`config.mk`:
```
export PLATFORM = sky130hd
export DESIGN_NAME = nlcs_dist
export DESIGN_NICKNAME = d
export VERILOG_FILES = /design/src/design/nlcs_pkg.sv /design/src/design/nlcs_dist.sv
export SDC_FILE = /design/constraint.sdc
export NUM_CORES = 2
export LEC_CHECK = 0
export BUFFER_PORTS_ARGS = -buffer_cell sky130_fd_sc_hd__buf_2
export CAP_MARGIN = 10
export CORE_MARGIN = 1.5
export CORE_UTILIZATION = 66
export CTS_BUF_LIST = sky130_fd_sc_hd__clkbuf_16
export CTS_CLUSTER_DIAMETER = 30
export CTS_CLUSTER_SIZE = 28
export DETAILED_ROUTE_END_ITERATION = 6
export PLACE_DENSITY = 0.85
export SLEW_MARGIN = 20
export SYNTH_ARGS = -nofsm -noshare
export SYNTH_HDL_FRONTEND = slang
export SYNTH_SLANG_ARGS = --single-unit
```
`constraint.sdc`:
```
create_clock -name clk -period 9 [get_ports clk]
set_clock_uncertainty 0.1 [all_clocks]
set_input_delay 0.9 -clock clk [delete_from_list [all_inputs] [get_ports clk]]
set_output_delay 0.9 -clock clk [all_outputs]
set_load 0.1 [all_outputs]
```
`src/design/nlcs_pkg.sv`:
```
// ----------------------------------------------------------------------------
// Nearest labeled cell search: package
// Shared constants, register indexes, request codes, state type and coordinate struct.
// ----------------------------------------------------------------------------
`default_nettype none

package nlcs_pkg;

  localparam int MAX_ROWS_DEF   = 256;
  localparam int MAX_COLS_DEF   = 256;
  localparam int LABEL_BITS_DEF = 8;

  localparam int CELL_IDX_W  = 8;
  localparam int LABEL_FLD_W = 8;
  localparam int POINT_W     = 32;
  localparam int DIM_W       = 9;
  localparam int EDGE_W      = 24;

  localparam int COORD_W = 42;
  localparam int SQ_IN_W = 32;
  localparam int DIST_W  = 64;

  localparam int PADDR_W   = 5;
  localparam int PDATA_W   = 32;
  localparam int CFG_IDX_W = 3;

  localparam logic [CFG_IDX_W-1:0] REG_ROWS_IN_USE = CFG_IDX_W'(0);
  localparam logic [CFG_IDX_W-1:0] REG_COLS_IN_USE = CFG_IDX_W'(1);
  localparam logic [CFG_IDX_W-1:0] REG_CELL_EDGE   = CFG_IDX_W'(2);
  localparam logic [CFG_IDX_W-1:0] REG_ORIGIN_X    = CFG_IDX_W'(3);
  localparam logic [CFG_IDX_W-1:0] REG_ORIGIN_Y    = CFG_IDX_W'(4);

  localparam logic [DIM_W-1:0]  ROWS_RST = DIM_W'(256);
  localparam logic [DIM_W-1:0]  COLS_RST = DIM_W'(256);
  localparam logic [EDGE_W-1:0] EDGE_RST = EDGE_W'(16);

  localparam logic REQ_WRITE = 1'b0;
  localparam logic REQ_QUERY = 1'b1;

  typedef enum logic [2:0] {
    ST_CLEAR,
    ST_IDLE,
    ST_SETUP,
    ST_START,
    ST_BOUND,
    ST_SCAN,
    ST_DRAIN
  } state_t;

  typedef struct packed {
    logic signed [COORD_W-1:0] x;
    logic signed [COORD_W-1:0] y;
  } coord_t;

endpackage

`default_nettype wire

```
`src/design/nlcs_dist.sv`:
```
// ----------------------------------------------------------------------------
// Nearest labeled cell search: distance pipeline
// Four-stage saturating squared distance between the query point and a
// cell center, with the cell label carried alongside.
// ----------------------------------------------------------------------------
`default_nettype none

module nlcs_dist #(
  parameter int LABEL_BITS = nlcs_pkg::LABEL_BITS_DEF
) (
  input  logic                        clk,
  input  logic                        rst,
  input  nlcs_pkg::coord_t            pt,
  input  logic                        in_valid,
  input  logic [LABEL_BITS-1:0]       in_label,
  input  nlcs_pkg::coord_t            in_ctr,
  output logic                        out_valid,
  output logic [LABEL_BITS-1:0]       out_label,
  output logic [nlcs_pkg::DIST_W-1:0] out_dist,
  output logic                        busy
);
  import nlcs_pkg::*;

  logic                  a_valid;
  logic                  b_valid;
  logic                  c_valid;
  logic [LABEL_BITS-1:0] a_label;
  logic [LABEL_BITS-1:0] b_label;
  logic [LABEL_BITS-1:0] c_label;
  coord_t                a_diff;
  logic [COORD_W-1:0]    abs_x;
  logic [COORD_W-1:0]    abs_y;
  logic [SQ_IN_W-1:0]    b_mag_x;
  logic [SQ_IN_W-1:0]    b_mag_y;
  logic                  b_sat_x;
  logic                  b_sat_y;
  logic [DIST_W-1:0]     c_sq_x;
  logic [DIST_W-1:0]     c_sq_y;
  logic [DIST_W:0]       sum;

  assign abs_x = a_diff.x[COORD_W-1] ? $unsigned(-a_diff.x) : $unsigned(a_diff.x);
  assign abs_y = a_diff.y[COORD_W-1] ? $unsigned(-a_diff.y) : $unsigned(a_diff.y);
  assign sum   = {1'b0, c_sq_x} + {1'b0, c_sq_y};
  assign busy  = a_valid | b_valid | c_valid | out_valid;

  always_ff @(posedge clk) begin
    if (rst) begin
      a_valid   <= 1'b0;
      b_valid   <= 1'b0;
      c_valid   <= 1'b0;
      out_valid <= 1'b0;
    end else begin
      a_valid   <= in_valid;
      b_valid   <= a_valid;
      c_valid   <= b_valid;
      out_valid <= c_valid;
    end
  end

  always_ff @(posedge clk) begin
    a_label  <= in_label;
    a_diff.x <= pt.x - in_ctr.x;
    a_diff.y <= pt.y - in_ctr.y;

    b_label <= a_label;
    b_mag_x <= abs_x[SQ_IN_W-1:0];
    b_mag_y <= abs_y[SQ_IN_W-1:0];
    b_sat_x <= |abs_x[COORD_W-1:SQ_IN_W];
    b_sat_y <= |abs_y[COORD_W-1:SQ_IN_W];

    c_label <= b_label;
    c_sq_x  <= b_sat_x ? {DIST_W{1'b1}} : DIST_W'(b_mag_x) * DIST_W'(b_mag_x);
    c_sq_y  <= b_sat_y ? {DIST_W{1'b1}} : DIST_W'(b_mag_y) * DIST_W'(b_mag_y);

    out_label <= c_label;
    out_dist  <= sum[DIST_W] ? {DIST_W{1'b1}} : sum[DIST_W-1:0];
  end

endmodule

`default_nettype wire

```
# Word-level counts from Yosys, hierarchy flattened

Index checks and enable logic that the tools add are counted.
Widths: inputs -> output; s select.

Flip-flop bits (word level): 378
Input port bits: 179
Output and inout bits: 74
Logic and storage cells: 31

$add $sub $neg: 5
Multipliers: 2
Muxes and demuxes: 2
Bitwise operators: 3
Reduce and logical (&&, ||, !) cells: 2

Operators by type and width:

| cell             | count |
|---|---|
| $mul 32x32->64   | 2 |
| $mux 42          | 2 |
| $neg 42->42      | 2 |
| $sub 42x42->42   | 2 |
| $add 64x64->65   | 1 |
| $reduce_or 10->1 | 2 |
| $or 1x1->1       | 3 |

# Depth between registers and ports, before layout

Depth in word-level cells: 3
Gate-level depth with buffers: 32
Mapped depth without buffers: 29

# Worst setup path after synthesis

Ideal clock, no wire load.

Path kind: register to register
From: register b_mag_y[2]
To: register c_sq_y[55]
Library setup time: 0.123 ns
Data arrival time: 7.655 ns
Required time: 8.777 ns
Setup slack: 1.122 ns
Cell stages (with the launch flop): 27
Buffers on the path: 3
Period minus slack after synthesis: 7.878 ns
Cells stage by stage: dfxtp_1 > clkbuf_1 > buf_1 > nand2_1 > fa_1 > fa_1 > inv_1 > fa_1 > inv_1 > fa_1 > inv_1 > fa_1 > fa_1 > fa_1 > fa_1 > ha_1 > clkbuf_1 > a21o_1 > a21o_1 > a21oi_1 > a31oi_1 > o21ai_0 > o41ai_1 > a31oi_1 > o41a_1 > xnor2_1 > or2_2

Longest elaborated chain between the ends: 1

RTL lines:

| what                     | line            | source |
|---|---|---|
| start: declaration       | nlcs_dist.sv:34 | `logic [SQ_IN_W-1:0] b_mag_y;` |
| start signal: assignment | nlcs_dist.sv:67 | `b_mag_y <= abs_y[SQ_IN_W-1:0];` |
| $mul 32x32->64           | nlcs_dist.sv:73 | `c_sq_y <= b_sat_y ? {DIST_W{1'b1}} : DIST_W'(b_mag_y) * DIST_W'(b_mag_y);` |
| end signal: assignment   | nlcs_dist.sv:73 |  |
| end: declaration         | nlcs_dist.sv:38 | `logic [DIST_W-1:0] c_sq_y;` |

Every way passes these cells.
A chain may end at the register's enable or synchronous reset.

# Worst setup path in the final report

From: register b_mag_y[13]
To: register c_sq_y[55]

The elaborated chain is that of the path after synthesis.

==> summary.md <==
| Metric | Value |
|---|---|
| Fillcell total | `roughly 8600` |
| Data arrival, critical path | `roughly 9000 ps` |
| CTS buffer count | `88` |
| Die H | `346 µm` |
| Synth Register Bits | `around 380` |
| First drt pass iteration count | `7` |
| Die X | `roughly 350 µm` |
| Syn Nets | `roughly 11000` |
| Least-Margin Pin Slew | `between 1000 and 1500 ps` |
| Site row count | `approximately 130` |
| Synthesis-to-finish area growth | `7.96%` |
| Initial antenna violation count | `8` |
| Final Util | `slightly above 70%` |
| Initial Util | `66.8%` |
| Core area | `approximately 120000 µm²` |
| Layout cells sized above 1 | `7.07%` |
| Top FF cell, synth | `dfxtp_1` |
| Synth cell types | `81` |
| Status | `finished clean` |
| Slew headroom | `a little under a third` |
| DRC Markers | `0` |
| Synth Cell Area | `just under 80000 µm²` |
| Total GRT Usage | `35.6%` |
| Final Slew Violations | `0` |
| Period utilization | `97.6%` |
| Vias in the first global route | `65200` |
| FMAX | `about 0.11 GHz` |
| IO Port Bufs | `roughly 250` |
| Post-CTS setup buffers | `0` |
| Endpoint class of the critical path | `register` |
| Setup Viol. Count Final | `0` |
| Worst Min Path Start | `c_label[6]` |
| Min-delay worst type | `reg -> reg` |
| Post-synth EDFFs | `0` |
| Final GP Congestion | `between 0.9 and 1` |
| Critical R2R Launch | `b_mag_y[13]` |
| Min cycle time layout | `8780 ps` |
| 1st-iter DRT viols | `between 4000 and 5000` |
| Total die area | `~120000 µm²` |
| Via count | `between 50000 and 60000` |
| Total Nets Final | `between 10000 and 15000` |
| Cell count after synthesis | `8558` |
| CTS tree | `done` |
| Number of nets with antenna violations after detailed routing | `0` |
| FFs w/ async S/R, synth | `0%` |
| Clock Latency Late Sink | `710 ps` |
| H-Tree Depth | `3` |
| RSZ-0062 raised after global routing | `no` |
| Detailed placement HPWL | `roughly 170 mm` |
| Placed cell areas | `roughly 81000 µm²` |
| CP required | `between 9000 and 10000 ps` |
| CTS Sinks | `378` |
| IO Count | `about 250` |
| Pin count of the biggest net entering global routing | `just under 70` |
| Sum of negative setup slack | `0 ps` |
| Wire per inst | `approximately 20 µm` |
| Max_cap viols | `0` |
| Post-synthesis sequential area ratio | `9.73%` |
| Worst-path clk slew | `60 ps` |
| Hold Violations, Final | `0` |
| Final instance area | `84000 µm²` |
| Largest cells by area after synthesis | `fa_1 (41%), ha_1 (12%), inv_1 (10%)` |
| Vias per inst | `about 5.8` |
| Warnings from Yosys | `0` |
| Critical Path Start Type | `register` |
| Clk buf depth | `3` |
| Largest area contributor in the netlist | `fa_1` |
| Share of Yosys cell area claimed by the top area cell type | `between 40% and 50%` |
| Type of the worst setup path | `reg -> reg` |
| First-pass GRT wire length | `around 330 mm` |
| Worst Setup SP | `b_mag_y[13]` |
| Diode count | `0` |
| Root Driver | `clkbuf_16` |
| Post-Syn Area per Cell | `a little over 9 µm²` |
| Critical path fanouts, max | `14` |
| Grt ovf | `0` |
| Final WL | `around 210 mm` |
## cells in the final DEF (no fill, tap or decap), types with 10 or more instances in the layout
cell type / instances
fa_1: 1590
o211ai_1: 16
o21a_1: 39
nand2_1: 823
a21boi_0: 15
a31o_2: 20
or3_1: 21
o31ai_1: 31
buf_4: 140
and3_1: 34
a221oi_1: 13
ha_1: 743
inv_1: 2101
o21bai_1: 72
a31oi_1: 61
a41oi_1: 10
nor2b_1: 43
xnor2_1: 240
clkbuf_16: 88
mux2i_1: 18
dfxtp_2: 11
nand3_1: 78
buf_2: 252
nand2b_1: 73
a21o_1: 194
and2_1: 456
clkinv_2: 16
nand4_1: 64
a211oi_1: 28
o221ai_1: 12
dfxtp_1: 366
o41ai_1: 18
nor4_1: 17
xor2_1: 138
o21ai_0: 202
nor3_1: 42
a21oi_1: 277
nor2_1: 240
or2_2: 26
or4_1: 12
## cell type report
type | count | area, µm² | share of cell area [%]
multi-input combinational | 5762 | 61200 | 72.8
clock buffer | 88 | 2200 | 2.62
tap | 1524 | 1910 | 2.27
timing repair buffer | 401 | 2490 | 2.97
clock inverter | 73 | 796 | 0.947
sequential | 378 | 7580 | 9.03
inverter | 2093 | 7860 | 9.35
## per-stage QoR
step,hold WS [ps],cells,worst slack (ps)
final,194,10300,218
after global routing,191,10300,25.4
after CTS,174,10300,111
after detailed placement,212,10200,56.2
after global placement,212,10200,214
after floorplan,210,8558,1120
## kinds of logic (layout without fill, tap and decap cells)
kind of cell	Yosys count	count (layout)	synth area share (%)
multiplexers	20	20	0.260
adder cells (fa/ha/maj)	2333	2333	52.9
XOR/XNOR	378	378	4.25
AO/OA/AOI/OAI	1076	1076	8.99
AND/OR/NAND/NOR	1955	1955	12.2
flip-flops	378	378	9.73
buffers and inverters	2418	2655	11.7
## flip-flops by register name, summed over array words and instances (netlist names), 8 cells and up
name / cells
a_diff: 84
c_sq_x: 64
c_sq_y: 64
out_dist: 64
b_mag_x: 32
b_mag_y: 32
a_label: 8
b_label: 8
c_label: 8
out_label: 8
## cell usage after synthesis (13+ instances only)
| library cell | n |
|---|---|
| mux2i_1 | 18 |
| nand2b_1 | 73 |
| xor2_1 | 138 |
| a31o_2 | 20 |
| nor2_1 | 240 |
| and3_1 | 34 |
| a211oi_1 | 28 |
| and2_1 | 456 |
| ha_1 | 743 |
| nand4_1 | 64 |
| a221oi_1 | 13 |
| or3_1 | 21 |
| a21oi_1 | 277 |
| o21a_1 | 40 |
| dfxtp_1 | 378 |
| xnor2_1 | 240 |
| nor2b_1 | 43 |
| a21o_1 | 194 |
| or2_2 | 26 |
| inv_1 | 2091 |
| nand3_1 | 78 |
| fa_1 | 1590 |
| o21ai_0 | 202 |
| o31ai_1 | 31 |
| clkbuf_1 | 316 |
| o21bai_1 | 72 |
| o41ai_1 | 18 |
| a31oi_1 | 61 |
| o211ai_1 | 16 |
| nand2_1 | 823 |
| nor4_1 | 17 |
| nor3_1 | 42 |
| a21boi_0 | 15 |
## timing repair
| action | CTS | global route |
|---|---|---|
| endpoints found under the setup margin | 1 | 25 |
| gates resized for setup | 1 | 12 |
| hold buffers | 0 | 0 |
## critical path, stage by stage (launching register included)
cell,delay (ps)
dfxtp_1,730
buf_4,320
and2_1,260
fa_1,460
fa_1,560
inv_1,60
fa_1,480
fa_1,540
fa_1,550
inv_1,50
fa_1,450
fa_1,580
fa_1,450
ha_1,420
and3_1,230
and2_1,130
a211oi_1,50
a31oi_1,150
o21ai_0,210
o41ai_1,660
a31oi_1,330
o41a_1,470
xnor2_1,130
or2_2,270
## final timing paths
kind	endpoint	slack, ps	depth (start not counted)
setup / recovery	c_sq_y[55]	220	23
hold / removal	out_label[6]	190	0
setup reg to reg	c_sq_y[55]	220	23
hold reg to reg	out_label[6]	190	0
## routing by layer
metal	routed length (µm)	part of all wire [%]	vias up	track usage [%]
met5	34	0.016	-	0
met4	10700	5.2	4	16.3
met3	19600	9.5	710	8.44
met2	98100	48	2728	58.9
met1	78000	38	29700	44.3
li1	-	-	26500	-
Power is not shown: default switching activity piles up to over one toggle a cycle in this logic, so the estimate is an artifact.
